[src/spd_pkg.sv]
// Shared types, constants and codes of the stream prefetch detector.
package spd_pkg;

  localparam int unsigned DETECTORS_DEF = 64;
  localparam int unsigned GROUP         = 8;
  localparam int unsigned GROUP_W       = 3;

  localparam int unsigned LINE_ADDR_W = 58;
  localparam int unsigned OCC_W       = 6;
  localparam int unsigned PAGE_W      = 52;
  localparam int unsigned OFF_W       = 6;
  localparam int unsigned ADDR_W      = 64;

  localparam int unsigned CFG_IDX_W = 2;
  localparam int unsigned CFG_W     = 7;
  localparam int unsigned WINDOW_W  = 7;
  localparam int unsigned DEGREE_W  = 3;
  localparam int unsigned THR_W     = 6;

  localparam logic [CFG_IDX_W-1:0] CFG_WINDOW = 2'd0;
  localparam logic [CFG_IDX_W-1:0] CFG_DEGREE = 2'd1;
  localparam logic [CFG_IDX_W-1:0] CFG_BUSY   = 2'd2;

  localparam logic [WINDOW_W-1:0] WINDOW_RST = 7'd16;
  localparam logic [DEGREE_W-1:0] DEGREE_RST = 3'd2;
  localparam logic [THR_W-1:0]    BUSY_RST   = 6'd8;
  localparam logic [DEGREE_W-1:0] MAX_DEGREE = 3'd4;

  localparam logic [1:0] DIR_NONE = 2'd0;
  localparam logic [1:0] DIR_UP   = 2'd1;
  localparam logic [1:0] DIR_DOWN = 2'd3;

  localparam logic [1:0] CONF_MAX = 2'd3;
  localparam logic [1:0] CONF_MIN_ISSUE = 2'd2;

  localparam logic signed [7:0] IDX_HI   = 8'sd64;
  localparam logic signed [7:0] IDX_LO   = -8'sd1;
  localparam logic signed [7:0] LINE_MAX = 8'sd63;
  localparam logic signed [7:0] LINE_MIN = 8'sd0;

  typedef struct packed {
    logic [LINE_ADDR_W-1:0] line_address;
    logic [OCC_W-1:0]       miss_occupancy;
  } spd_in_t;

  typedef struct packed {
    logic [ADDR_W-1:0] prefetch_address;
    logic              llc_fill;
    logic              last_of_run;
  } spd_out_t;

  typedef struct packed {
    logic [1:0] dir;
    logic [1:0] conf;
    logic [7:0] idx;
  } meta_t;

  localparam int unsigned META_W = $bits(meta_t);

  typedef struct packed {
    logic capture;
    logic match;
    logic lookup;
    logic train;
    logic run;
  } cmd_t;

  typedef struct packed {
    logic stop;
  } status_t;

endpackage

[src/spd_ctrl.sv]
// Controller state machine sequencing search, training and the prefetch run.
module spd_ctrl (
  input  logic              clk_i,
  input  logic              rst_ni,
  input  logic              start_i,
  input  spd_pkg::status_t  status_i,
  output spd_pkg::cmd_t     cmd_o,
  output logic              busy_o
);
  import spd_pkg::*;

  localparam logic [2:0] ST_IDLE   = 3'd0;
  localparam logic [2:0] ST_MATCH  = 3'd1;
  localparam logic [2:0] ST_LOOKUP = 3'd2;
  localparam logic [2:0] ST_TRAIN  = 3'd3;
  localparam logic [2:0] ST_RUN    = 3'd4;

  logic [2:0] state_q, state_d;

  always_comb begin
    state_d       = state_q;
    cmd_o         = '0;
    case (state_q)
      ST_IDLE: begin
        if (start_i) begin
          cmd_o.capture = 1'b1;
          state_d       = ST_MATCH;
        end
      end
      ST_MATCH: begin
        cmd_o.match = 1'b1;
        state_d     = ST_LOOKUP;
      end
      ST_LOOKUP: begin
        cmd_o.lookup = 1'b1;
        state_d      = ST_TRAIN;
      end
      ST_TRAIN: begin
        cmd_o.train = 1'b1;
        state_d     = ST_RUN;
      end
      ST_RUN: begin
        cmd_o.run = 1'b1;
        if (status_i.stop) begin
          state_d = ST_IDLE;
        end
      end
      default: begin
        state_d = ST_IDLE;
      end
    endcase
  end

  always_ff @(posedge clk_i or negedge rst_ni) begin
    if (!rst_ni) begin
      state_q <= ST_IDLE;
    end else begin
      state_q <= state_d;
    end
  end

  assign busy_o = (state_q != ST_IDLE);

endmodule

[config.mk]
export PLATFORM = sky130hd
export DESIGN_NAME = spd_ctrl
export DESIGN_NICKNAME = d
export VERILOG_FILES = /design/src/spd_pkg.sv /design/src/spd_ctrl.sv
export SDC_FILE = /design/constraint.sdc
export NUM_CORES = 1
export LEC_CHECK = 0
export ABC_AREA = 0
export BUFFER_PORTS_ARGS = -buffer_cell sky130_fd_sc_hd__buf_2
export CORE_AREA = 2 2 39 41
export CTS_BUF_LIST = sky130_fd_sc_hd__clkbuf_4 sky130_fd_sc_hd__clkbuf_8
export DETAILED_ROUTE_END_ITERATION = 8
export DIE_AREA = 0 0 41 43
export HOLD_SLACK_MARGIN = 0.1
export PLACE_DENSITY = 0.3
export SLEW_MARGIN = 20
export SYNTH_ARGS = -nofsm -noshare
export SYNTH_HDL_FRONTEND = slang
export SYNTH_SLANG_ARGS = --single-unit
[constraint.sdc]
create_clock -name clk_i -period 1.2 [get_ports clk_i]
set_input_delay 0.24 -clock clk_i [delete_from_list [all_inputs] [get_ports clk_i]]
set_output_delay 0.24 -clock clk_i [all_outputs]
set_load 0.005 [all_outputs]
==> reports/metrics.yaml <==
die:
  die_w_um: 41
  start_util: 0.119
  fp.coreArea_um2: 1380
  ios: 10
  die_h_um: 43
  num_rows: 14
  dieArea_um2: 1760
sta:
  finalWorstSetupSlack_ps: -215
  slew_headroom: 0.881
  setup_viol_count_final: 6
  finalCritPeriodShare: 1.18
  finalHoldViolations: 0
  finalClockSkew_ps: 0.459
  final.setup.tns_ps: -773
  maxSlewViolCount: 0
  worst_pin_slew_ps: 178
  rsz0062_at_grt: "true"
  fmax_ghz: 0.707
  period_needed_ps: 1410
  hold_slack_ps: 291
critical_path:
  crit_required_ps: 960
  crit_type: "reg2out"
  critPathSlowestCell: "or3_4"
  max_stage_delay_ps: 400
  critical_path.max_fanout: 2
  critPathLaunchType: "flop"
  critPathCaptureType: "output port"
  worstPathArrival_ps: 1170
  path_cells: "or3_4 > nor2_4 > buf_2"
global_routing:
  grt_pass1_wl_um: 648
  grt_max_degree: 7
  gr-usage-all-layers: 0.0594
  grt_pass1_vias: 178
  antenna_found_initial: 0
  grt_overflow: 0
yosys:
  synth_most_common_cell: "dfrtp_1"
  avgSynthCellArea_um2: 10.3
  yosysTopAreaCellShare: 0.455
  synth_seq_cells: 3
  yosys_most_used_dff: "dfrtp_1"
  synthCells: 16
  yosysTopAreaCell: "dfrtp_1"
  synth_area_leaders: "dfrtp_1 45%, nor3b_1 9.1%, nor3b_2 7.6%"
  synth-async-reset-ratio: 1.00
  synth_common_cells: "3 x dfrtp_1, 2 x inv_1, 2 x nor2_1, 2 x nor3b_1"
  ys_types: 11
  synth_edf_count: 0
  yosysWarnings: 0
  synth_nets: 20
  syn_area_um2: 165
  synth-seq-area-share: 0.455
finish:
  antennaDiodeCount: 0
  final_util: 0.241
  n_fill_cell: 160
  synthToLayoutAreaGrowth_pct: 102
  multi_input_area_um2: 104
  largest_reg_flops: 3
  final_area_um2: 333
  regMostFlops: "state_q"
  drive_gt1_frac: 0.657
  reg.largest.list: "state_q x3"
  layout.nets: 40
  seq_area_um2: 75.1
route:
  ant_nets: 0
  vias: 167
  first_pass_iters: 1
  first_iter_violations: 0
  vias_per_cell: 3.27
  wl_um: 418
  wl_per_cell_um: 8.20
  post-route-drc-count: 0
cts:
  cts_tree: "built"
  cts_buffers: 3
  cts_sinks: 3
  clk_latency_ps: 230
  cts_max_level: 1
  cts_root_buf: "clkbuf_4"
  clkTransAtPathRegs_ps: 40
  clock_path_buffers: 2
place:
  placed_area_um2: 253
  port_buffers: 9
  gp_congestion: 0.616
  place_hpwl_um: 297
pwr:
  p_leak_nw: 0.181
  vdd_drop_max_uv: 908
  power.density_nw_per_um2: 2810
worst_hold_path:
  hold_path_class: "in2reg"
flow_run:
  cap_violations: 0
run_status:
  status: "complete, but fails checks"
  violations: "negative setup slack"
## cell usage in the layout (no fill, tap or decap)
master         n
buf_2          9
clkbuf_4       4
buf_4          4
dfrtp_1        3
nor3b_2        2
inv_1          2
nor2_1         2
and3b_1        1
or3_4          1
nor3b_4        1
nor2_4         1
nor3_1         1
xnor2_1        1
a21o_1         1
dlygate4sd3_1  1
buf_6          1
## per-stage QoR
stage	total power, W	worst slack [ps]	std cells
6_report	0.000935	-215	51
5_1_grt	0.00102	-281	51
2_1_floorplan	0.000418	58.1	16
3_5_place_dp	0.000628	28.8	44
3_3_place_gp	0.000633	33.8	44
4_1_cts	0.000899	-223	50
## where the power goes
group          switching, W  total [W]  internal [W]
sequential        0.0000269   0.000181      0.000154
clock             0.0000494   0.000196      0.000147
combinational      0.000241   0.000557      0.000316
total              0.000317   0.000935      0.000618
## final timing paths
path,from,end,slack (ps),cells past startpoint
max in group asynchronous,rst_ni,state_q[1]$_DFFE_PN0P_,770,2
setup reg to reg,state_q[2]$_DFFE_PN0P_,state_q[2]$_DFFE_PN0P_,140,4
setup / recovery,state_q[1]$_DFFE_PN0P_,cmd_o[4],-210,3
hold / removal,start_i,state_q[0]$_DFFE_PN0P_,290,3
min in group asynchronous,rst_ni,state_q[0]$_DFFE_PN0P_,330,2
hold reg to reg,state_q[2]$_DFFE_PN0P_,state_q[0]$_DFFE_PN0P_,570,2
## critical path, delay by kind of cell (launching register included)
family / cells / cell delay [ps]
simple gates: 2 / 470
buf+inv: 1 / 100
flops: 1 / 360
## routing by layer
| metal | GRT usage | wire (um) |
|---|---|---|
| met1 | 0.0747 | 183 |
| met2 | 0.0656 | 177 |
| met3 | 0.0314 | 57 |
| met4 | 0.0600 | 0 |
| met5 | 0 | 0 |
## what timing repair did
item                       4_1_cts  5_1_grt
resized for setup                3        2
setup endpoints to repair        6        6
pin swaps                        2        2
hold endpoints to repair         3        0
hold buffers                     1        0
buffers inserted                 1        1
gates cloned                     0        0
## cell families after synthesis
kind of cell,Yosys count,synth area share
AO/OA/AOI/OAI,1,0.0455
XOR/XNOR,1,0.0530
buffers and inverters,2,0.0455
flip-flops,3,0.455
AND/OR/NAND/NOR,9,0.401
## final cells by class
cell class                 instances  share of cell area
multi-input combinational         11               0.312
timing repair buffer              15               0.289
sequential                         3               0.226
clock buffer                       4              0.0902
tap                               16              0.0602
inverter                           2              0.0226
Power figures use the tool's default switching activity.
